===== src/otrp_pkg.sv =====
// ----------------------------------------------------------------------------
// otrp_pkg
// Shared types and constants of the record parser.
// ----------------------------------------------------------------------------
package otrp_pkg;

  localparam int HEADER_BYTES     = 8;
  localparam int MAX_PACKET_BYTES = 66;
  localparam int HDR_IDX_W        = $clog2(HEADER_BYTES);

  localparam int CFG_IDX_W  = 3;
  localparam int CFG_DATA_W = 8;

  localparam logic [CFG_IDX_W-1:0] REG_ACTIVE_PWR_ID     = 3'd0;
  localparam logic [CFG_IDX_W-1:0] REG_REACT_PWR_ID      = 3'd1;
  localparam logic [CFG_IDX_W-1:0] REG_VOLTAGE_ID        = 3'd2;
  localparam logic [CFG_IDX_W-1:0] REG_FREQUENCY_ID      = 3'd3;
  localparam logic [CFG_IDX_W-1:0] REG_SWITCH_ID         = 3'd4;
  localparam logic [CFG_IDX_W-1:0] REG_ACCEPT_SWITCH     = 3'd5;

  localparam logic [7:0] RST_ACTIVE_PWR_ID     = 8'd80;
  localparam logic [7:0] RST_REACT_PWR_ID      = 8'd81;
  localparam logic [7:0] RST_VOLTAGE_ID        = 8'd86;
  localparam logic [7:0] RST_FREQUENCY_ID      = 8'd102;
  localparam logic [7:0] RST_SWITCH_ID         = 8'd108;
  localparam logic       RST_ACCEPT_SWITCH     = 1'b1;

  localparam logic [7:0] END_ID    = 8'h00;
  localparam logic [3:0] SIZE_MASK = 4'h0f;

  localparam logic [3:0] TYPE_POWER     = 4'd8;
  localparam logic [3:0] TYPE_VOLTAGE   = 4'd0;
  localparam logic [3:0] TYPE_FREQUENCY = 4'd2;
  localparam logic [3:0] SIZE_ONE       = 4'd1;
  localparam logic [3:0] SIZE_TWO       = 4'd2;

  typedef enum logic [1:0] {
    PH_HEADER = 2'd0,
    PH_ID     = 2'd1,
    PH_TYPE   = 2'd2,
    PH_VALUE  = 2'd3
  } parse_phase_e;

endpackage


===== src/openthings_record_parser.sv =====
// ----------------------------------------------------------------------------
// openthings_record_parser
// The result beat is registered and appears in the cycle after the last packet byte is taken.
// Throughput: one packet byte per cycle unless a stalled result holds off input; one result beat per packet.
// A stalled result holds off the next byte; taking it frees the input that cycle.
// Reset clears packet state and the output valid, and loads the default ids.
// Parses the header and records of one decrypted packet, one byte a beat.
// ----------------------------------------------------------------------------
module openthings_record_parser #(
  parameter int MaxPacketBytes = otrp_pkg::MAX_PACKET_BYTES
) (
  input  logic                            clk_i,
  input  logic                            rst_ni,
  input  logic                            cfg_we_i,
  input  logic [otrp_pkg::CFG_IDX_W-1:0]  cfg_idx_i,
  input  logic [otrp_pkg::CFG_DATA_W-1:0] cfg_data_i,
  input  logic                            in_valid_i,
  output logic                            in_stall_o,
  input  logic [7:0]                      packet_byte_i,
  input  logic                            last_byte_i,
  output logic                            out_valid_o,
  input  logic                            out_stall_i,
  output logic [7:0]                      maker_o,
  output logic [7:0]                      product_o,
  output logic [15:0]                     reserved_word_o,
  output logic [23:0]                     sensor_o,
  output logic [15:0]                     active_pwr_o,
  output logic [15:0]                     react_pwr_o,
  output logic [7:0]                      voltage_o,
  output logic [15:0]                     frequency_o,
  output logic [7:0]                      relay_state_o
);

  localparam int PosW = $clog2(MaxPacketBytes + 1);

  // configuration
  logic [7:0] active_pwr_id_q, react_pwr_id_q, voltage_id_q;
  logic [7:0] frequency_id_q, switch_id_q;
  logic       accept_switch_q;

  // packet state
  logic [PosW-1:0]      pos_q, pos_d;
  otrp_pkg::parse_phase_e phase_q, phase_d, phase_n;
  logic [7:0]  rec_id_q, rec_id_d, rec_id_n;
  logic [3:0]  rec_type_q, rec_type_d, rec_type_n;
  logic [3:0]  rec_size_q, rec_size_d, rec_size_n;
  logic [3:0]  cnt_q, cnt_d, cnt_n;
  logic [7:0]  first_q, first_d, first_n;
  logic        ended_q, ended_d, ended_n;
  logic [7:0]  maker_q, maker_d, maker_n;
  logic [7:0]  product_q, product_d, product_n;
  logic [15:0] rsvd_q, rsvd_d, rsvd_n;
  logic [23:0] sensor_q, sensor_d, sensor_n;
  logic [15:0] rpow_q, rpow_d, rpow_n;
  logic [15:0] qpow_q, qpow_d, qpow_n;
  logic [7:0]  volt_q, volt_d, volt_n;
  logic [15:0] freq_q, freq_d, freq_n;
  logic [7:0]  sw_q, sw_d, sw_n;

  // output register
  logic        out_valid_q, out_valid_d;
  logic [7:0]  o_maker_q, o_product_q, o_volt_q, o_sw_q;
  logic [15:0] o_rsvd_q, o_rpow_q, o_qpow_q, o_freq_q;
  logic [23:0] o_sensor_q;

  logic in_acc, out_acc, pos_live, finish;
  logic [7:0] fin_last;
  logic [3:0] cnt_inc;

  assign in_stall_o = out_valid_q & out_stall_i;
  assign in_acc     = in_valid_i & ~in_stall_o;
  assign out_acc    = out_valid_q & ~out_stall_i;
  assign pos_live   = pos_q < PosW'(MaxPacketBytes);
  assign cnt_inc    = (cnt_q + 4'd1) & otrp_pkg::SIZE_MASK;

  always_ff @(posedge clk_i or negedge rst_ni) begin
    if (!rst_ni) begin
      active_pwr_id_q <= otrp_pkg::RST_ACTIVE_PWR_ID;
      react_pwr_id_q  <= otrp_pkg::RST_REACT_PWR_ID;
      voltage_id_q    <= otrp_pkg::RST_VOLTAGE_ID;
      frequency_id_q  <= otrp_pkg::RST_FREQUENCY_ID;
      switch_id_q     <= otrp_pkg::RST_SWITCH_ID;
      accept_switch_q <= otrp_pkg::RST_ACCEPT_SWITCH;
    end else if (cfg_we_i) begin
      case (cfg_idx_i)
        otrp_pkg::REG_ACTIVE_PWR_ID: active_pwr_id_q <= cfg_data_i;
        otrp_pkg::REG_REACT_PWR_ID:  react_pwr_id_q  <= cfg_data_i;
        otrp_pkg::REG_VOLTAGE_ID:    voltage_id_q    <= cfg_data_i;
        otrp_pkg::REG_FREQUENCY_ID:  frequency_id_q  <= cfg_data_i;
        otrp_pkg::REG_SWITCH_ID:     switch_id_q     <= cfg_data_i;
        otrp_pkg::REG_ACCEPT_SWITCH: accept_switch_q <= cfg_data_i[0];
        default: ;
      endcase
    end
  end

  // per-byte parse step
  always_comb begin
    phase_n    = phase_q;
    rec_id_n   = rec_id_q;
    rec_type_n = rec_type_q;
    rec_size_n = rec_size_q;
    cnt_n      = cnt_q;
    first_n    = first_q;
    ended_n    = ended_q;
    maker_n    = maker_q;
    product_n  = product_q;
    rsvd_n     = rsvd_q;
    sensor_n   = sensor_q;
    finish     = 1'b0;
    fin_last   = 8'd0;
    if (pos_live && !ended_q) begin
      case (phase_q)
        otrp_pkg::PH_HEADER: begin
          if (pos_q < PosW'(otrp_pkg::HEADER_BYTES)) begin
            case (pos_q[otrp_pkg::HDR_IDX_W-1:0])
              3'd1:    maker_n          = packet_byte_i;
              3'd2:    product_n        = packet_byte_i;
              3'd3:    rsvd_n[15:8]     = packet_byte_i;
              3'd4:    rsvd_n[7:0]      = packet_byte_i;
              3'd5:    sensor_n[23:16]  = packet_byte_i;
              3'd6:    sensor_n[15:8]   = packet_byte_i;
              3'd7:    sensor_n[7:0]    = packet_byte_i;
              default: ;
            endcase
          end
          if (pos_q >= PosW'(otrp_pkg::HEADER_BYTES - 1)) begin
            phase_n = otrp_pkg::PH_ID;
          end
        end
        otrp_pkg::PH_ID: begin
          if (packet_byte_i == otrp_pkg::END_ID) begin
            ended_n = 1'b1;
          end else begin
            rec_id_n = packet_byte_i;
            phase_n  = otrp_pkg::PH_TYPE;
          end
        end
        otrp_pkg::PH_TYPE: begin
          rec_type_n = packet_byte_i[7:4];
          rec_size_n = packet_byte_i[3:0] & otrp_pkg::SIZE_MASK;
          cnt_n      = 4'd0;
          first_n    = 8'd0;
          if (rec_size_n == 4'd0) begin
            finish  = 1'b1;
            phase_n = otrp_pkg::PH_ID;
          end else begin
            phase_n = otrp_pkg::PH_VALUE;
          end
        end
        otrp_pkg::PH_VALUE: begin
          if (cnt_q == 4'd0) first_n = packet_byte_i;
          cnt_n = cnt_inc;
          if (cnt_inc == rec_size_q) begin
            finish   = 1'b1;
            fin_last = packet_byte_i;
            phase_n  = otrp_pkg::PH_ID;
          end
        end
        default: ;
      endcase
    end
  end

  // apply a completed record
  always_comb begin
    rpow_n = rpow_q;
    qpow_n = qpow_q;
    volt_n = volt_q;
    freq_n = freq_q;
    sw_n   = sw_q;
    if (finish) begin
      if (rec_id_n == active_pwr_id_q) begin
        if (rec_type_n == otrp_pkg::TYPE_POWER && rec_size_n == otrp_pkg::SIZE_TWO) begin
          rpow_n = {first_n, fin_last};
        end
      end else if (rec_id_n == react_pwr_id_q) begin
        if (rec_type_n == otrp_pkg::TYPE_POWER && rec_size_n == otrp_pkg::SIZE_TWO) begin
          qpow_n = {first_n, fin_last};
        end
      end else if (rec_id_n == voltage_id_q) begin
        if (rec_type_n == otrp_pkg::TYPE_VOLTAGE && rec_size_n == otrp_pkg::SIZE_ONE) begin
          volt_n = first_n;
        end
      end else if (rec_id_n == frequency_id_q) begin
        if (rec_type_n == otrp_pkg::TYPE_FREQUENCY && rec_size_n == otrp_pkg::SIZE_TWO) begin
          freq_n = {first_n, fin_last};
        end
      end else if (rec_id_n == switch_id_q) begin
        if (accept_switch_q && rec_size_n >= otrp_pkg::SIZE_ONE) begin
          sw_n = first_n;
        end
      end
    end
  end

  // commit or clear packet state
  always_comb begin
    pos_d      = pos_q;
    phase_d    = phase_q;
    rec_id_d   = rec_id_q;
    rec_type_d = rec_type_q;
    rec_size_d = rec_size_q;
    cnt_d      = cnt_q;
    first_d    = first_q;
    ended_d    = ended_q;
    maker_d    = maker_q;
    product_d  = product_q;
    rsvd_d     = rsvd_q;
    sensor_d   = sensor_q;
    rpow_d     = rpow_q;
    qpow_d     = qpow_q;
    volt_d     = volt_q;
    freq_d     = freq_q;
    sw_d       = sw_q;
    if (in_acc) begin
      if (last_byte_i) begin
        pos_d      = '0;
        phase_d    = otrp_pkg::PH_HEADER;
        rec_id_d   = '0;
        rec_type_d = '0;
        rec_size_d = '0;
        cnt_d      = '0;
        first_d    = '0;
        ended_d    = 1'b0;
        maker_d    = '0;
        product_d  = '0;
        rsvd_d     = '0;
        sensor_d   = '0;
        rpow_d     = '0;
        qpow_d     = '0;
        volt_d     = '0;
        freq_d     = '0;
        sw_d       = '0;
      end else begin
        if (pos_live) pos_d = pos_q + PosW'(1);
        phase_d    = phase_n;
        rec_id_d   = rec_id_n;
        rec_type_d = rec_type_n;
        rec_size_d = rec_size_n;
        cnt_d      = cnt_n;
        first_d    = first_n;
        ended_d    = ended_n;
        maker_d    = maker_n;
        product_d  = product_n;
        rsvd_d     = rsvd_n;
        sensor_d   = sensor_n;
        rpow_d     = rpow_n;
        qpow_d     = qpow_n;
        volt_d     = volt_n;
        freq_d     = freq_n;
        sw_d       = sw_n;
      end
    end
  end

  always_comb begin
    out_valid_d = out_valid_q;
    if (out_acc) out_valid_d = 1'b0;
    if (in_acc && last_byte_i) out_valid_d = 1'b1;
  end

  always_ff @(posedge clk_i or negedge rst_ni) begin
    if (!rst_ni) begin
      pos_q       <= '0;
      phase_q     <= otrp_pkg::PH_HEADER;
      rec_id_q    <= '0;
      rec_type_q  <= '0;
      rec_size_q  <= '0;
      cnt_q       <= '0;
      first_q     <= '0;
      ended_q     <= 1'b0;
      maker_q     <= '0;
      product_q   <= '0;
      rsvd_q      <= '0;
      sensor_q    <= '0;
      rpow_q      <= '0;
      qpow_q      <= '0;
      volt_q      <= '0;
      freq_q      <= '0;
      sw_q        <= '0;
      out_valid_q <= 1'b0;
    end else begin
      pos_q       <= pos_d;
      phase_q     <= phase_d;
      rec_id_q    <= rec_id_d;
      rec_type_q  <= rec_type_d;
      rec_size_q  <= rec_size_d;
      cnt_q       <= cnt_d;
      first_q     <= first_d;
      ended_q     <= ended_d;
      maker_q     <= maker_d;
      product_q   <= product_d;
      rsvd_q      <= rsvd_d;
      sensor_q    <= sensor_d;
      rpow_q      <= rpow_d;
      qpow_q      <= qpow_d;
      volt_q      <= volt_d;
      freq_q      <= freq_d;
      sw_q        <= sw_d;
      out_valid_q <= out_valid_d;
    end
  end

  // result payload, loaded on the last byte
  always_ff @(posedge clk_i) begin
    if (in_acc && last_byte_i) begin
      o_maker_q   <= maker_n;
      o_product_q <= product_n;
      o_rsvd_q    <= rsvd_n;
      o_sensor_q  <= sensor_n;
      o_rpow_q    <= rpow_n;
      o_qpow_q    <= qpow_n;
      o_volt_q    <= volt_n;
      o_freq_q    <= freq_n;
      o_sw_q      <= sw_n;
    end
  end

  assign out_valid_o     = out_valid_q;
  assign maker_o         = o_maker_q;
  assign product_o       = o_product_q;
  assign reserved_word_o = o_rsvd_q;
  assign sensor_o        = o_sensor_q;
  assign active_pwr_o    = o_rpow_q;
  assign react_pwr_o     = o_qpow_q;
  assign voltage_o       = o_volt_q;
  assign frequency_o     = o_freq_q;
  assign relay_state_o   = o_sw_q;

endmodule

===== config.mk =====
export PLATFORM = sky130hd
export DESIGN_NAME = openthings_record_parser
export DESIGN_NICKNAME = d
export VERILOG_FILES = /design/src/otrp_pkg.sv /design/src/openthings_record_parser.sv
export SDC_FILE = /design/constraint.sdc
export NUM_CORES = 1
export LEC_CHECK = 0
export BUFFER_PORTS_ARGS = -buffer_cell sky130_fd_sc_hd__buf_2
export CORE_MARGIN = 4
export CORE_UTILIZATION = 31
export CTS_CLUSTER_DIAMETER = 30
export CTS_CLUSTER_SIZE = 10
export DETAILED_ROUTE_END_ITERATION = 10
export PLACE_DENSITY = 0.45
export SKIP_CTS_REPAIR_TIMING = 1
export SLEW_MARGIN = 20
export SYNTH_ARGS = -nofsm -noshare
export SYNTH_HDL_FRONTEND = slang
export SYNTH_SLANG_ARGS = --single-unit
export TNS_END_PERCENT = 20

===== constraint.sdc =====
create_clock -name clk_i -period 6.8 [get_ports clk_i]
set_clock_uncertainty 0.05 [all_clocks]
set_input_delay 1.02 -clock clk_i [delete_from_list [all_inputs] [get_ports clk_i]]
set_output_delay 1.02 -clock clk_i [all_outputs]
set_load 0.01 [all_outputs]

==> impl_metrics.csv, run 1 <==
group,metric,value,unit
power_and_ir_drop,peakVddDrop,203.0,uV
floorplan,start_util,0.3147,
finish,antenna_cells,0,
worst_setup_path,critPathSlowestCell,"buf_2",
power_and_ir_drop,power_frac_seq,0.320,
worst_setup_path,start_kind,"input port",
sta,relSlewSlack,0.2759,
cts,cts_buffer_depth,3,
floorplan,core-area,46650,sq um
finish,final_cells,2077,
drt,first_pass_iters,5,
job,cap_violations,0,
grt,grt_pass1_vias,11150,
logic_synthesis,syn_area_per_cell,11.81,sq um
power_and_ir_drop,swShare,0.2593,
worst_setup_path,cp-end-kind,"register",
cts,cts_tree,"done",
power_and_ir_drop,power_density,386.9,nW/um^2
sta,worst_pin_slew,1.086,ns
sta,setup_viol,0,
drt,wl_per_cell,22.10,um
worst_setup_path,cp.arrival,4.73,ns
floorplan,die-area,50910,sq um
worst_setup_path,worst-setup-path-type,"in2reg",
worst_setup_path,cp_max_fo,26,
cts,path_clk_slew,0.04,ns
sta,layout_setup_ws,2.366,ns
drt,routed_wl,45.89,mm
power_and_ir_drop,p_switching,0.001901,W
sta,fmax,0.2255,GHz
finish,syn2layout_area_growth,29.02,%
placement,io_buffer_count,146,
grt,grt_pass1_wl,69.88,mm
drt,ant_nets,0,
sta,fin_crit_sh,0.6520,
logic_synthesis,synthArstFlopShare,0.6250,
grt,grt_overflow,0,
power_and_ir_drop,p_leak,8.008,nW
worst_setup_path,worstPathRequired,7.09,ns
finish,fillCellCount,4464,
power_and_ir_drop,cell_internal_pwr,0.005430,W
logic_synthesis,synthesis.nets,1280,
logic_synthesis,syn_area,14680,sq um
sta,final.min_clock_period,4.434,ns
logic_synthesis,yosys_most_used_dff,"dfrtp_1",
cts,cts_made_buffers,88,
logic_synthesis,synth-edff-count,120,
finish,drive_gt1_frac,0.2755,
placement,dp_hpwl,28.55,mm
outcome,status,"finished, final reports clean",
placement,dp_slack,1.793,ns
drt,vias_per_cell,5.282,
hold_path,hold_class,"reg2reg",
drt,vias,10970,
grt,grt_antenna_before_repair,0,
placement,place_inst,1912,
worst_setup_path,crit_chain,"buf_2 -> or4_1 -> o21ai_4 -> nor2_2 -> mux2_2 -> o2111a_1 -> nand4b_2 -> nor2_2 -> mux2_2",
sta,hold_violations,0,
logic_synthesis,synth_seq_cells,320,
cts,root_buffer,"clkbuf_16",
finish,layout.nets,1432,
worst_setup_path,cp_slowest_stage_delay,0.63,ns
grt,grt.total_usage,0.1786,
logic_synthesis,synth_warnings,0,
placement,gp_congestion,0.8419,
floorplan,die_height,225.6,um
sta,drv_slew,0,
floorplan,rows,79,
logic_synthesis,synth_cell_type_count,71,
logic_synthesis,yosysSeqAreaShare,0.5878,
drt,drc_errors,0,
power_and_ir_drop,pwr-share-comb,0.108,
sta,rsz0062_at_grt,"false",
cts,clkSinkCount,320,
sta,setup_tns,0,ns
drt,drtIter0Drc,933,
logic_synthesis,netlist_instances,1243,
grt,grt_max_degree,110,
cts,cts.htree.levels,3,
floorplan,ios,147,
power_and_ir_drop,p_clk_frac,0.571,
cts,insertion_delay,0.60,ns
floorplan,chipWidth,225.6,um
==> cell usage in the layout, fill, tap and decap left out, types with 12 or more instances in the layout <==
cell	count
dfrtp_1	182
buf_2	145
ha_1	12
xnor2_1	30
a22o_1	119
nor2_1	26
nand2_1	145
edfxtp_1	120
clkbuf_16	89
clkbuf_1	15
o21ai_0	108
inv_1	30
o211ai_1	49
nor3_1	31
bufinv_16	14
xor2_1	25
dfstp_2	18
mux2_2	71
clkinv_2	22
nand3_1	18
==> path summary, 6_finish.rpt <==
kind / cells after the start / from / slack, ns / end
min reg2reg: 1 / rpow_q[14] / 0.44 / rpow_q[14]
min: 1 / rpow_q[14] / 0.44 / rpow_q[14]
max in group asynchronous: 2 / rst_ni / 5.10 / cnt_q[1]
max: 9 / packet_byte_i[5] / 2.37 / relay_state_o[5]
max reg2reg: 8 / pos_q[4] / 2.40 / relay_state_o[5]
min in group asynchronous: 1 / rst_ni / 0.45 / voltage_id_q[5]
==> critical path: cells and delay by family <==
kind,cells,cell delay [ns]
compound gates,2,0.26
simple gates,4,1.97
mux,2,0.81
buf+inv,1,0.63
==> power by group through the flow <==
stage	sequential, W	clock [W]	combinational [W]
after global placement	0.00237	0	0.000791
after floorplan	0.00231	0	0.000572
after global routing	0.00236	0.00438	0.000877
final	0.00235	0.00419	0.000795
after detailed placement	0.00237	0	0.000795
after CTS	0.00235	0.00426	0.000800
==> cells in the mapped netlist (12+ instances only) <==
library cell | n | area share
dfrtp_1 | 182 | 0.31
nand2_1 | 146 | 0.037
edfxtp_1 | 120 | 0.25
a22o_1 | 119 | 0.071
o21ai_0 | 108 | 0.037
clkbuf_1 | 86 | 0.022
mux2_2 | 71 | 0.054
o211ai_1 | 49 | 0.025
nor3_1 | 31 | 0.011
inv_1 | 30 | 0.0077
xnor2_1 | 30 | 0.018
nor2_1 | 28 | 0.0072
xor2_1 | 25 | 0.015
dfstp_2 | 18 | 0.032
nand3_1 | 18 | 0.0061
ha_1 | 12 | 0.010
==> cell families after synthesis <==
family                     Yosys count  share of synthesized area
buffers and inverters              126                    0.03442
AOI/OAI and AO/OA                  372                     0.1866
DFF                                320                     0.5878
adders and majority gates           12                    0.01022
and+or+nand+nor                    279                    0.08828
muxes                               79                    0.05990
xor gates and xnor gates            55                    0.03280
==> metal layers <==
metal	share of wire	routed length, um	track usage	vias up
li1	-	-	-	4992
met1	0.47	21610	0.2575	5559
met2	0.46	20940	0.2737	356
met3	0.054	2482	0.03328	63
met4	0.019	865	0.05710	0
met5	0	0	0	-
==> registers in the layout (all words and copies together), names as in the netlist, 16 cells and up <==
name	flops
sensor_o	24
sensor_q	24
active_pwr_o	16
freq_q	16
frequency_o	16
qpow_q	16
react_pwr_o	16
reserved_word_o	16
rpow_q	16
rsvd_q	16
==> per-stage QoR <==
| stage | area [sq um] | power (W) | hold WS (ns) | util |
|---|---|---|---|---|
| floorplan | 14690 | 0.002882 | 0.4060 | - |
| global placement | 15920 | 0.003164 | 0.4239 | 0.3411 |
| detailed placement | 15920 | 0.003170 | 0.4232 | 0.3411 |
| CTS | 18950 | 0.007407 | 0.4376 | 0.4061 |
| global route | 18950 | 0.007622 | 0.4577 | 0.4061 |
| finish | 18950 | 0.007331 | 0.4397 | 0.4061 |
==> layout make-up <==
class | instances | area, sq um | share of cell area
clock buffers | 107 | 2325 | 0.1227
clock inverters | 58 | 705.7 | 0.03725
inverters | 30 | 112.6 | 0.005944
multi-input cells | 797 | 5570 | 0.2940
flip-flops and latches | 320 | 8631 | 0.4556
well taps | 607 | 759.5 | 0.04009
repair buffers | 158 | 842.1 | 0.04445
Note: power is estimated with default switching activity, not from simulation.
==> inputs of run 2 (changes only) <==
Settings changed: ABC_AREA from default to 1, PLACE_DENSITY 0.45 to 0.43.
Clock period 6.8 ns to 4.42 ns, I/O delays scaled along.
==> impl_metrics.csv, run 2 <==
group,metric,value,unit
outcome,status,"finished, final reports clean",
cts,root_buffer,"clkbuf_16",
grt,grt_max_degree,85,
logic_synthesis,yosysSeqAreaShare,0.5813,
logic_synthesis,synth_warnings,0,
sta,final.min_clock_period,3.667,ns
finish,layout.nets,1923,
floorplan,rows,79,
logic_synthesis,syn_area,14850,sq um
cts,cts_tree,"done",
grt,grt_pass1_wl,69.13,mm
finish,ff_latch_area,8631,sq um
floorplan,start_util,0.3162,
logic_synthesis,yosys-top-cells-area,"dfrtp_1 31%, edfxtp_1 24%, nand2_1 13%",
sta,drv_slew,0,
drt,first_pass_iters,5,
logic_synthesis,synthesis.nets,1728,
logic_synthesis,synth_compound_area_frac,0.09135,
power_and_ir_drop,p_leak,9.514,nW
logic_synthesis,synthAdderAreaFrac,0.01011,
worst_setup_path,cp_max_fo,12,
logic_synthesis,synth_top_area_frac,0.3067,
logic_synthesis,synth_cell_type_count,36,
drt,routed_wl,44.48,mm
cts,insertion_delay,0.60,ns
cts,cts_buffer_depth,3,
grt,grt_antenna_before_repair,0,
grt,grt_overflow,0,
worst_setup_path,cp.arrival,4.06,ns
drt,drtIter0Drc,896,
finish,final_common_cell,"nand2_1",
logic_synthesis,synth-edff-count,120,
sta,fmax,0.2727,GHz
sta,worst_pin_slew,1.076,ns
logic_synthesis,synth_mux_area_frac,0,
logic_synthesis,synth_seq_cells,320,
logic_synthesis,yosys_most_used_dff,"dfrtp_1",
worst_setup_path,start_kind,"register",
drt,vias_per_cell,4.654,
sta,setup_viol,0,
cts,cts.htree.levels,3,
power_and_ir_drop,power_density,622.3,nW/um^2
drt,wl_per_cell,17.33,um
finish,most-common-layout-cells,"532 x nand2_1, 235 x inv_1, 182 x dfrtp_1, 145 x buf_2, 137 x nand3_1",
drt,ant_nets,0,
placement,gp_congestion,0.8421,
floorplan,chipWidth,226.9,um
sta,layout_setup_ws,0.7526,ns
logic_synthesis,synth_largest_area_cell,"dfrtp_1",
logic_synthesis,synth.most_common_cell,"nand2_1",
worst_setup_path,worstPathRequired,4.81,ns
hold_path,hold_class,"in2async",
job,cap_violations,0,
drt,drc_errors,0,
logic_synthesis,yosys.area_share.simple,0.2390,
worst_setup_path,worst-setup-path-type,"reg2reg",
placement,dp_slack,0.5733,ns
cts,clkSinkCount,320,
finish,antenna_cells,0,
finish,finish.instance_area,19390,sq um
grt,grt.total_usage,0.1745,
sta,hold_violations,0,
logic_synthesis,synth_xor_xnor_area_share,0.001770,
worst_setup_path,cp-end-kind,"register",
finish,fillCellCount,4634,
logic_synthesis,syn_area_per_cell,8.781,sq um
sta,fin_crit_sh,0.8297,
finish,multi_input_area,5104,sq um
cts,path_clk_slew,0.05,ns
floorplan,die-area,51460,sq um
placement,io_buffer_count,146,
floorplan,ios,147,
cts,cts_made_buffers,86,
drt,vias,11940,
floorplan,core-area,46950,sq um
placement,postPlaceCellArea,16290,sq um
logic_synthesis,synth_top_family_by_area,"simple AND/OR/NAND/NOR gates",
logic_synthesis,netlist_instances,1691,
logic_synthesis,synth_common_cells,"533 x nand2_1, 235 x inv_1, 182 x dfrtp_1",
power_and_ir_drop,peakVddDrop,355.6,uV
grt,grt_pass1_vias,11710,
sta,setup_tns,0,ns
logic_synthesis,synthArstFlopShare,0.6250,
sta,fin_hold_ws,0.08581,ns
floorplan,die_height,226.9,um
sta,relSlewSlack,0.2816,
finish,drive_gt1_frac,0.1822,
placement,dp_hpwl,29.24,mm
finish,syn2layout_area_growth,30.58,%
sta,rsz0062_at_grt,"false",
==> run 2: stage by stage <==
stage               power (W)    util  instances
global route          0.01268  0.4130       2566
finish                0.01207  0.4130       2566
detailed placement   0.005536  0.3470       2405
floorplan            0.004848       -       1691
CTS                   0.01222  0.4130       2566
global placement     0.005523  0.3470       2405
==> run 2: kinds of logic after synthesis <==
| group | after synthesis |
|---|---|
| buf+inv | 297 |
| fa+ha+maj | 12 |
| compound gates | 234 |
| simple gates | 825 |
| xor+xnor | 3 |
| flops | 320 |
==> run 2: layout make-up <==
type | count | share of cell area
multi-input combinational | 1074 | 0.2632
clock inverter | 49 | 0.03717
sequential | 320 | 0.4451
clock buffer | 112 | 0.1224
tap | 607 | 0.03917
timing repair buffer | 164 | 0.04640
inverter | 240 | 0.04646
==> run 2: per-layer routing <==
metal	part of all wire	GRT usage	vias to the layer above
met5	0	0	-
met1	0.47	0.2420	5663
li1	-	-	5923
met2	0.46	0.2717	275
met4	0.026	0.06422	0
met3	0.048	0.03509	81
==> run 2: worst paths after layout <==
kind,startpoint,to,slack (ns),cells past startpoint
max,pos_q[5],relay_state_o[7],0.75,16
min,rst_ni,freq_q[5],0.09,1
max reg2reg,pos_q[5],relay_state_o[7],0.75,16
min reg2reg,freq_q[12],freq_q[12],0.42,2
max in group asynchronous,rst_ni,switch_id_q[6],3.19,2
min in group clk_i,cfg_idx_i[2],accept_switch_q,0.32,4
==> run 2: critical path, stage by stage (launching register included) <==
cell	delay (ns)
dfrtp_1	0.40
nor2_1	0.16
nand3_1	0.15
a21oi_4	0.37
nand2_2	0.30
nand2_1	0.30
nand2_2	0.15
nand2_1	0.09
nand2_1	0.06
nor2_1	0.11
nand2_1	0.06
nor2_1	0.08
nand2_1	0.08
nor2_2	0.44
nand2_1	0.34
nand2_1	0.14
and2_1	0.19
==> run 2: power by group <==
group	internal [W]	total, W	switching, W
clock	0.00474	0.00659	0.00185
sequential	0.00336	0.00351	0.000149
combinational	0.000560	0.00197	0.00141
